===== config.mk =====
export PLATFORM = sky130hd
export DESIGN_NAME = instruction_hazard_detector_top
export DESIGN_NICKNAME = d
export VERILOG_FILES = /design/src/hdl/hdc_pkg.sv /design/src/hdl/hdc_cell.sv /design/src/hdl/instruction_hazard_detector_top.sv
export SDC_FILE = /design/constraint.sdc
export NUM_CORES = 1
export LEC_CHECK = 0
export BUFFER_PORTS_ARGS = -buffer_cell sky130_fd_sc_hd__buf_2
export CORE_MARGIN = 1.5
export CORE_UTILIZATION = 44
export CTS_BUF_LIST = sky130_fd_sc_hd__clkbuf_4 sky130_fd_sc_hd__clkbuf_8 sky130_fd_sc_hd__clkbuf_16
export DETAILED_ROUTE_END_ITERATION = 8
export PLACE_DENSITY_LB_ADDON = 0.25
export SLEW_MARGIN = 0
export SYNTH_ARGS = -nofsm -noshare
export SYNTH_HDL_FRONTEND = slang
export SYNTH_SLANG_ARGS = --single-unit
export TNS_END_PERCENT = 1

===== constraint.sdc =====
create_clock -name clock -period 5.2 [get_ports clock]
set_input_delay 0.52 -clock clock [delete_from_list [all_inputs] [get_ports clock]]
set_output_delay 0.52 -clock clock [all_outputs]
set_load 0.005 [all_outputs]

===== src/hdl/hdc_pkg.sv =====
// Shared types, sizes and result codes for the instruction hazard detector.
`timescale 1ns / 1ps
`default_nettype none

package hdc_pkg;

   // Window size and derived widths
   localparam int WINDOW_DEPTH = 16;
   localparam int REG_COUNT    = 32;
   localparam int IDX_W        = $clog2(WINDOW_DEPTH);
   localparam int COUNT_W      = $clog2(WINDOW_DEPTH + 1);

   // Fixed field widths of the request and response
   localparam int REG_W  = 5;
   localparam int KIND_W = 3;
   localparam int OIDX_W = 4;

   // Dependency kinds
   localparam logic [KIND_W-1:0] KIND_RAW  = 3'd0;
   localparam logic [KIND_W-1:0] KIND_WAR  = 3'd1;
   localparam logic [KIND_W-1:0] KIND_WAW  = 3'd2;
   localparam logic [KIND_W-1:0] KIND_NONE = 3'd3;
   localparam logic [KIND_W-1:0] KIND_FULL = 3'd4;

   // Bit positions inside a cell's hit flags
   localparam int HIT_RAW = 0;
   localparam int HIT_WAR = 1;
   localparam int HIT_WAW = 2;

   // One decoded instruction as stored in the window
   typedef struct packed {
      logic [REG_W-1:0] dst;
      logic             dst_ok;
      logic [REG_W-1:0] sa;
      logic             sa_ok;
      logic [REG_W-1:0] sb;
      logic             sb_ok;
   } entry_type;

   // Scan data handed from cell to cell toward the head
   typedef struct packed {
      logic [2:0]       hits;
      logic [REG_W-1:0] dst;
   } scan_type;

   // Window position reduced to the 4-bit index field
   function automatic logic [OIDX_W-1:0] to_oidx(input logic [IDX_W-1:0] v);
      logic [IDX_W+OIDX_W-1:0] w;
      w = {{OIDX_W{1'b0}}, v};
      return w[OIDX_W-1:0];
   endfunction

endpackage

`default_nettype wire


===== src/hdl/hdc_cell.sv =====
// One window cell: holds an earlier instruction and its hit flags for the scan.
`timescale 1ns / 1ps
`default_nettype none

module hdc_cell (
   input  wire logic               clock,
   input  wire logic               reset,
   input  wire logic               wr_en,
   input  wire hdc_pkg::entry_type cur,
   input  wire logic               live,
   input  wire logic               load,
   input  wire logic               shift,
   input  wire logic [2:0]         clr_mask,
   input  wire hdc_pkg::scan_type  chain_in,
   output hdc_pkg::scan_type       scan_out,
   output logic [2:0]              hit
);
   import hdc_pkg::*;

   entry_type entry_ff;
   scan_type  scan_ff;
   scan_type  scan_in;

   // Compare the stored instruction against the arriving one
   always_comb begin
      hit[HIT_RAW] = entry_ff.dst_ok &&
                     ((cur.sa_ok && entry_ff.dst == cur.sa) ||
                      (cur.sb_ok && entry_ff.dst == cur.sb));
      hit[HIT_WAR] = cur.dst_ok &&
                     ((entry_ff.sa_ok && entry_ff.sa == cur.dst) ||
                      (entry_ff.sb_ok && entry_ff.sb == cur.dst));
      hit[HIT_WAW] = entry_ff.dst_ok && cur.dst_ok && entry_ff.dst == cur.dst;
      if (!live) begin
         hit = 3'b000;
      end
   end

   // Capture flags, advance toward the head, or drop reported flags
   always_comb begin
      scan_in = scan_ff;
      if (load) begin
         scan_in.hits = hit;
         scan_in.dst  = entry_ff.dst;
      end else if (shift) begin
         scan_in = chain_in;
      end else begin
         scan_in.hits = scan_ff.hits & ~clr_mask;
      end
   end

   always_ff @(posedge clock) begin
      if (reset) begin
         scan_ff.hits <= 3'b000;
      end else begin
         scan_ff.hits <= scan_in.hits;
      end
      scan_ff.dst <= scan_in.dst;
   end

   // Store the instruction when this cell is the next free position
   always_ff @(posedge clock) begin
      if (wr_en) begin
         entry_ff <= cur;
      end
   end

   assign scan_out = scan_ff;

endmodule

`default_nettype wire


===== src/hdl/instruction_hazard_detector_top.sv =====
// Top level of the instruction hazard detector: cell row, scan sequencer, response register.
//
//   channel | direction | handshake          | payload
//   req     | in        | req_valid/req_stall | start_program, dest/src_a/src_b reg + present
//   rsp     | out       | rsp_valid/rsp_stall | dep_kind, earlier/later index, shared_reg, last
//
// A request whose window is full, or that hits nothing, gives its single response in the
// cycle after acceptance. Otherwise the cell row shifts its hit flags toward the head cell,
// at most one response per cycle unless stalled, up to 3*(WINDOW_DEPTH-1) = 45 responses.
// A new request is taken once the last response is registered and the output is free.
// Reset empties the window; stored entries are not cleared. A stalled response holds the
// scan while the head cell holds hits.
`timescale 1ns / 1ps
`default_nettype none

module instruction_hazard_detector_top (
   input  wire logic                       clock,
   input  wire logic                       reset,
   input  wire logic                       req_valid,
   output logic                            req_stall,
   input  wire logic                       req_start_program,
   input  wire logic [hdc_pkg::REG_W-1:0]  req_dest_reg,
   input  wire logic                       req_dest_present,
   input  wire logic [hdc_pkg::REG_W-1:0]  req_src_a_reg,
   input  wire logic                       req_src_a_present,
   input  wire logic [hdc_pkg::REG_W-1:0]  req_src_b_reg,
   input  wire logic                       req_src_b_present,
   output logic                            rsp_valid,
   input  wire logic                       rsp_stall,
   output logic [hdc_pkg::KIND_W-1:0]      rsp_dep_kind,
   output logic [hdc_pkg::OIDX_W-1:0]      rsp_earlier_index,
   output logic [hdc_pkg::OIDX_W-1:0]      rsp_later_index,
   output logic [hdc_pkg::REG_W-1:0]       rsp_shared_reg,
   output logic                            rsp_last_result
);
   import hdc_pkg::*;

   entry_type          cur;
   scan_type           scan [WINDOW_DEPTH];
   logic [2:0]         hits [WINDOW_DEPTH];
   logic [WINDOW_DEPTH-1:0] hit_any;
   logic [WINDOW_DEPTH-1:0] pend_vec;

   logic [COUNT_W-1:0] count_ff, count_in;
   logic               scan_active_ff, scan_active_in;
   logic [IDX_W-1:0]   head_idx_ff, head_idx_in;
   logic [IDX_W-1:0]   later_ff, later_in;
   logic [REG_W-1:0]   cur_dst_ff, cur_dst_in;

   logic               rsp_valid_ff, rsp_valid_in;
   logic [KIND_W-1:0]  kind_ff, kind_in;
   logic [OIDX_W-1:0]  early_ff, early_in;
   logic [OIDX_W-1:0]  late_ff, late_in;
   logic [REG_W-1:0]   shreg_ff, shreg_in;
   logic               last_ff, last_in;

   logic               accept, out_free, full, any_hit, rest_any;
   logic [COUNT_W-1:0] eff_count;
   logic [IDX_W-1:0]   pos;
   logic               head_empty, emit, shift, load;
   logic [2:0]         pick, remain;

   // Arriving instruction
   assign cur.dst    = req_dest_reg;
   assign cur.dst_ok = req_dest_present;
   assign cur.sa     = req_src_a_reg;
   assign cur.sa_ok  = req_src_a_present;
   assign cur.sb     = req_src_b_reg;
   assign cur.sb_ok  = req_src_b_present;

   // Handshake and window position
   assign out_free  = !rsp_valid_ff || !rsp_stall;
   assign req_stall = scan_active_ff || !out_free;
   assign accept    = req_valid && !req_stall;
   assign eff_count = req_start_program ? '0 : count_ff;
   assign full      = eff_count == COUNT_W'(WINDOW_DEPTH);
   assign pos       = eff_count[IDX_W-1:0];
   assign load      = accept && !full;

   // Row of window cells
   for (genvar i = 0; i < WINDOW_DEPTH; i++) begin : g_cell
      scan_type chain_in;
      if (i == WINDOW_DEPTH - 1) begin : g_tail
         assign chain_in = '0;
      end else begin : g_link
         assign chain_in = scan[i+1];
      end

      hdc_cell u_cell (
         .clock    (clock),
         .reset    (reset),
         .wr_en    (load && pos == IDX_W'(i)),
         .cur      (cur),
         .live     (COUNT_W'(i) < eff_count),
         .load     (load),
         .shift    (shift),
         .clr_mask ((i == 0 && emit) ? pick : 3'b000),
         .chain_in (chain_in),
         .scan_out (scan[i]),
         .hit      (hits[i])
      );

      assign hit_any[i]  = |hits[i];
      assign pend_vec[i] = |scan[i].hits;
   end

   assign any_hit  = |hit_any;
   assign rest_any = |pend_vec[WINDOW_DEPTH-1:1];

   // Pick the next kind at the head cell: RAW, then WAR, then WAW
   always_comb begin
      pick = 3'b000;
      if (scan[0].hits[HIT_RAW]) begin
         pick[HIT_RAW] = 1'b1;
      end else if (scan[0].hits[HIT_WAR]) begin
         pick[HIT_WAR] = 1'b1;
      end else if (scan[0].hits[HIT_WAW]) begin
         pick[HIT_WAW] = 1'b1;
      end
   end

   assign remain     = scan[0].hits & ~pick;
   assign head_empty = !pend_vec[0];
   assign emit       = scan_active_ff && !head_empty && out_free;
   assign shift      = scan_active_ff && (head_empty || (emit && remain == 3'b000));

   // Sequencer and response register next state
   always_comb begin
      count_in       = count_ff;
      scan_active_in = scan_active_ff;
      head_idx_in    = head_idx_ff;
      later_in       = later_ff;
      cur_dst_in     = cur_dst_ff;
      rsp_valid_in   = rsp_valid_ff && rsp_stall;
      kind_in        = kind_ff;
      early_in       = early_ff;
      late_in        = late_ff;
      shreg_in       = shreg_ff;
      last_in        = last_ff;

      if (accept) begin
         rsp_valid_in = 1'b0;
         if (full) begin
            rsp_valid_in = 1'b1;
            kind_in      = KIND_FULL;
            early_in     = '0;
            late_in      = '0;
            shreg_in     = '0;
            last_in      = 1'b1;
            count_in     = eff_count;
         end else begin
            count_in = eff_count + COUNT_W'(1);
            if (any_hit) begin
               scan_active_in = 1'b1;
               head_idx_in    = '0;
               later_in       = pos;
               cur_dst_in     = req_dest_reg;
            end else begin
               rsp_valid_in = 1'b1;
               kind_in      = KIND_NONE;
               early_in     = '0;
               late_in      = to_oidx(pos);
               shreg_in     = '0;
               last_in      = 1'b1;
            end
         end
      end

      // Emit one dependency of the head cell
      if (emit) begin
         rsp_valid_in = 1'b1;
         early_in     = to_oidx(head_idx_ff);
         late_in      = to_oidx(later_ff);
         last_in      = remain == 3'b000 && !rest_any;
         if (pick[HIT_RAW]) begin
            kind_in  = KIND_RAW;
            shreg_in = scan[0].dst;
         end else if (pick[HIT_WAR]) begin
            kind_in  = KIND_WAR;
            shreg_in = cur_dst_ff;
         end else begin
            kind_in  = KIND_WAW;
            shreg_in = cur_dst_ff;
         end
         if (remain == 3'b000 && !rest_any) begin
            scan_active_in = 1'b0;
         end
      end

      // Advance the head index with the row
      if (shift) begin
         head_idx_in = head_idx_ff + IDX_W'(1);
      end
   end

   always_ff @(posedge clock) begin
      if (reset) begin
         count_ff       <= '0;
         scan_active_ff <= 1'b0;
         rsp_valid_ff   <= 1'b0;
      end else begin
         count_ff       <= count_in;
         scan_active_ff <= scan_active_in;
         rsp_valid_ff   <= rsp_valid_in;
      end
      head_idx_ff <= head_idx_in;
      later_ff    <= later_in;
      cur_dst_ff  <= cur_dst_in;
      kind_ff     <= kind_in;
      early_ff    <= early_in;
      late_ff     <= late_in;
      shreg_ff    <= shreg_in;
      last_ff     <= last_in;
   end

   assign rsp_valid         = rsp_valid_ff;
   assign rsp_dep_kind      = kind_ff;
   assign rsp_earlier_index = early_ff;
   assign rsp_later_index   = late_ff;
   assign rsp_shared_reg    = shreg_ff;
   assign rsp_last_result   = last_ff;

endmodule

`default_nettype wire


# Yosys cells after proc, flatten, opt, wreduce, memory -nomap -nowiden
# Cells that the tools add are included.
dict set report totals {
  wordCells 574
  regBits 453
  inputBits 23
}
dict set report op_classes {
  magnitude_cmp 16
  muxes 108
  eq_ne 98
  bitwise 5
  add_sub_neg 2
  reduce_logical 206
}
# operator count
set op_table {}
lappend op_table {{$eq A5 B5 Y1} 80}
lappend op_table {{$logic_and A1 B1 Y1} 152}
lappend op_table {{$mux W8} 16}
lappend op_table {{$mux W5} 23}
lappend op_table {{$mux W3} 37}
lappend op_table {{$mux W4} 12}
lappend op_table {{$reduce_or A48 Y1} 1}
lappend op_table {{$reduce_or A45 Y1} 1}
lappend op_table {{$lt A4 B5 Y1 const A} 8}
lappend op_table {{$logic_or A1 B1 Y1} 35}
lappend op_table {{$eq A4 B4 Y1 const B} 8}
lappend op_table {{$lt A3 B5 Y1 const A} 4}
lappend op_table {{$mux W1} 17}
lappend op_table {{$eq A4 B3 Y1 const B} 4}
lappend op_table {{$lt A1 B5 Y1 const A} 2}
lappend op_table {{$lt A2 B5 Y1 const A} 2}
lappend op_table {{$eq A4 B2 Y1 const B} 2}
lappend op_table {{$reduce_bool A2 Y1} 4}
lappend op_table {{$logic_not A1 Y1} 7}
lappend op_table {{$and A3 B3 Y3} 2}
lappend op_table {{$mux W2} 3}
lappend op_table {{$not A3 Y3} 2}
lappend op_table {{$reduce_and A3 Y1} 2}
lappend op_table {{$add A5 B1 Y5 const B} 1}
lappend op_table {{other kinds (10)} 10}

# Depth between registers and ports, before layout
dict set report logic_depth {
  word_depth 11
  depth_mapped 13
  mapped_depth_nobuf 9
}

# By module
# A second synthesis with hierarchy kept.
dict set report hier_totals {
  hier_cells 1631
  hier_area_um2 21908.5
}
# mod area_per_inst_um2 n_inst seq_area_each_um2 cells_per_inst
set by_module_without_submodules {}
lappend by_module_without_submodules {hdc_cell 1229.9 16 750.7 88}
lappend by_module_without_submodules {instruction_hazard_detector_top 2229.6 1 1041.0 223}

# Worst setup path after synthesis
# No wires, ideal clock.
dict set report synth_path {
  kind {in2reg}
  startpoint {input req_start_program}
  endpoint {register g_cell[1].u_cell.scan_ff, in the netlist g_cell[1].u_cell.scan_out[7]}
  required_time_ns 5.138
  path_buffers 4
  arrival_time_ns 3.711
  stages 12
  path_slack_ns 1.427
  setup_ns 0.062
  cell_sequence {clkbuf_1 > clkbuf_1 > buf_1 > nor2b_1 > inv_1 > ha_1 > and3_1 > nor2_1 > nor2_1 > clkbuf_1 > inv_2 > o221a_2}
}
dict set report synth_via {
  elab_chain_cells 5
  elab_cells_between_ends 8
  classes_between {1 x order compare; 1 x eq/ne; 3 x mux; 3 x reduce/logical}
}
# element line_no
set synth_lines {}
lappend synth_lines {{from (decl)} instruction_hazard_detector_top.sv:21} ;# input wire logic req_start_program,
lappend synth_lines {{$mux W5 (*)} instruction_hazard_detector_top.sv:75} ;# assign eff_count = req_start_program ? '0 : count_ff;
lappend synth_lines {{via eff_count[0]} instruction_hazard_detector_top.sv:58} ;# logic [COUNT_W-1:0] eff_count;
lappend synth_lines {{branches (longest 4 deep; another with $lt A1 B5 Y1)} -}
lappend synth_lines {{to (decl)} hdc_cell.sv:21} ;# scan_type scan_ff;
# Mark *: on every way through the listed nets, which the timed path passes.
# A chain may end at the register's enable or synchronous reset.

# Worst setup path after layout
dict set report layout_path {
  startpoint {input req_src_b_reg[4] (netlist name)}
  endpoint {register cur_dst_ff[3] (enable)}
}
dict set report layout_via {
  elab_chain_cells 7
  elab_cells_between_ends 82
  classes_between {16 x eq/ne; 16 x mux; 50 x reduce/logical}
}
# element line_no
set layout_lines {}
lappend layout_lines {{from (decl)} instruction_hazard_detector_top.sv:26} ;# input wire logic [hdc_pkg::REG_W-1:0] req_src_b_reg,
lappend layout_lines {{$eq A5 B5 Y1} hdc_cell.sv:28} ;# (cur.sb_ok && entry_ff.dst == cur.sb));
lappend layout_lines {{$logic_and A1 B1 Y1} hdc_cell.sv:28}
lappend layout_lines {{$logic_or A1 B1 Y1} hdc_cell.sv:27} ;# ((cur.sa_ok && entry_ff.dst == cur.sa) ||
lappend layout_lines {{$logic_and A1 B1 Y1} hdc_cell.sv:26} ;# hit[HIT_RAW] = entry_ff.dst_ok &&
lappend layout_lines {{$mux W3} hdc_cell.sv:33} ;# if (!live) begin
lappend layout_lines {{$reduce_or A48 Y1 (*)} instruction_hazard_detector_top.sv:107} ;# assign any_hit = |hit_any;
lappend layout_lines {{$reduce_and A3 Y1 (no source line) (*)} -}
lappend layout_lines {{to (signal assigned)} instruction_hazard_detector_top.sv:208} ;# cur_dst_ff <= cur_dst_in;
lappend layout_lines {{to (decl)} instruction_hazard_detector_top.sv:48} ;# logic [REG_W-1:0] cur_dst_ff, cur_dst_in;
# Every way passes the cells marked *; elsewhere a longest branch is shown, timed or not.

==> flow_summary.json <==
{
  "synthTopCellsByArea": "edfxtp_1 (56%), xor2_1 (12%), dfxtp_1 (5.2%)",
  "dieWidth_um": 223,
  "required_ns": 5.42,
  "htreeDepth": 2,
  "ys_ff_latch": 453,
  "die_h_um": 223,
  "cts_setup_buffers": 0,
  "reg2regPathDepth": 8,
  "regMostFlops": "g_cell.u_cell.entry_ff",
  "setup_viol": 0,
  "cts_tree": "done",
  "synth_most_common_cell": "edfxtp_1",
  "vias_per_cell": 5.71,
  "finalHoldViolations": 0,
  "async_flop_share": 0,
  "worstHoldPathType": "in -> reg",
  "yosys_warnings": 0,
  "syn_area_per_cell_um2": 12.2,
  "initialDrtViolationCount": 1386,
  "start_util": 0.445,
  "grt_usage": 0.236,
  "synth-edff-count": 398,
  "p_per_area_nw_per_um2": 340,
  "synth.largest_area_cell": "edfxtp_1",
  "drt_wl_total_mm": 58.0,
  "grt_pass1_vias": 13700,
  "p_leak_nw": 8.52,
  "rsz0062_at_grt": "false",
  "antenna_found_initial": 3,
  "netlist_area_um2": 21300,
  "seq_area_um2": 13100,
  "synthCells": 1749,
  "hold_end": "g_cell[8].u_cell.entry_ff[4]",
  "finalSetupTns_ns": 0,
  "coreArea_um2": 47700,
  "worstHoldStart": "req_src_b_reg[3]",
  "largest_reg_flops": 288,
  "clk_pin_slew_ns": 0.06,
  "maxCapViolations": 0,
  "min_path_cells": 1,
  "grt_max_degree": 89,
  "outcome": "finished clean",
  "die_area_um2": 49700,
  "grt_pass1_wl_mm": 87.2,
  "r2r_slack_ns": 1.47,
  "finalCriticalPeriod_ns": 3.78,
  "num_vias": 14000,
  "clkLatencyLatePin_ns": 0.60,
  "multi_input_area_um2": 7650,
  "nNetsFinal": 1818,
  "routedWlPerCell_um": 23.7,
  "synthDominantCellAreaShare": 0.562,
  "synth.distinct_cells": 61,
  "cts_num_sinks": 453,
  "clockRootBuffer": "clkbuf_16",
  "drive_above_1_share": 0.104,
  "area_delta_synth_final_pct": 11.6,
  "postCtsResizedCells": 0,
  "ios": 42,
  "endpoint_kind": "flip-flop",
  "arrival_ns": 4.00,
  "worstSetupStartpointType": "input port",
  "synth-seq-area-share": 0.614,
  "fmax_ghz": 0.265,
  "drc": 0,
  "cts_hold_buf": 0,
  "routabilityCongestion": 0.917,
  "post-dp-hpwl_mm": 37.5,
  "reg2reg_to": "g_cell[3].u_cell.entry_ff[10]",
  "slew_headroom": 0.284,
  "cts_buffer_depth": 3,
  "fin_crit_sh": 0.726,
  "setup_ws_ns": 1.42,
  "first_pass_iters": 6,
  "regToRegStartpoint": "count_ff[0]",
  "slew_viol_final": 0,
  "fillCellCount": 4160,
  "skew_ns": 0.0127,
  "dp_slack_ns": 1.02,
  "worst_slew_pin_slew_ns": 1.07,
  "netlist_top_cells_count": "edfxtp_1 (398), xor2_1 (291), nand2_1 (265)",
  "peakVddDrop_uv": 314,
  "cts_buffers": 49,
  "fp-row-count": 80,
  "ys.flop_type": "edfxtp_1",
  "crit_fanout": 24,
  "drt.antenna.violating_nets": 0,
  "timing_worst_setup_path_type": "in -> reg",
  "grt_remaining_overflow": 0,
  "synthesis.nets": 1778,
  "io_buffers": 41
}
## power breakdown
group / total [mW] / leakage [nW] / switching, mW / internal [mW]
sequential: 4.10 / 4.11 / 0.0388 / 4.06
combinational: 0.583 / 3.63 / 0.403 / 0.181
clock: 3.39 / 0.786 / 1.43 / 1.96
## how the worst max path moves through the flow
stage / from / end / slack, ns / cells after the start
final: req_src_b_reg[4] / cur_dst_ff[3] / 1.42 / 9
after floorplan: req_start_program / g_cell[1].u_cell.scan_out[7] / 1.43 / 12
after global placement: req_start_program / later_ff[3] / 1.07 / 9
after CTS: count_ff[0] / g_cell[3].u_cell.entry_ff[11] / 1.51 / 8
after detailed placement: req_src_b_reg[4] / later_ff[3] / 1.02 / 9
after global routing: count_ff[0] / g_cell[3].u_cell.entry_ff[10] / 1.20 / 8
## logic make-up (layout without fill, tap and decap cells)
group | count (synthesis) | in the layout | share of synthesized area
buffers and inverters | 118 | 196 | 0.0274
AOI/OAI and AO/OA | 127 | 127 | 0.0440
DFF | 453 | 453 | 0.614
xor gates and xnor gates | 403 | 403 | 0.166
muxes | 6 | 6 | 0.00282
and+or+nand+nor | 635 | 635 | 0.142
adders and majority gates | 7 | 7 | 0.00400
other | 0 | 1 | 0
## critical path, cell delays in order
cell and delay [ns]:
buf_2 0.71, xor2_1 0.15, nor4_1 0.38, nand3_1 0.13
a2111oi_0 0.91, nand4b_1 0.24, nor4_2 0.07, and4_1 0.20
nor2_1 0.66
## through the flow
stage	hold WS (ns)	cells	total power, mW	area [um^2]	utilization
after global placement	0.477	2353	4.74	22200	0.465
after global routing	0.247	2442	8.33	23700	0.497
after CTS	0.221	2442	8.13	23700	0.497
after detailed placement	0.473	2353	4.76	22200	0.465
final	0.250	2443	8.07	23700	0.497
after floorplan	0.450	1749	4.53	21300	-
## area by class of cell
type,instances,share of cell area
flip-flops and latches,453,0.550
well taps,615,0.0324
clock inverters,27,0.00891
multi-input cells,1178,0.322
inverters,11,0.00185
repair buffers,96,0.0282
clock buffers,62,0.0563
diodes,1,0.000105
## cell usage in the layout, fill, tap and decap left out, types with 20 or more instances in the layout
cell type / instances
and2_1: 20
xor2_1: 291
nor3_1: 20
buf_2: 36
nand2_1: 264
nand3_1: 35
nand4_1: 25
xnor2_1: 112
nor2_1: 96
a221oi_1: 24
edfxtp_1: 398
a21oi_1: 21
and3_1: 46
nor4_1: 98
dfxtp_1: 55
buf_4: 57
clkbuf_16: 49
## metal layers
layer,GRT usage,wire length [um]
met5,0,9
met2,0.365,26400
met4,0.0832,1840
met1,0.327,24400
met3,0.0521,5330
Power figures use the tool's default switching activity.
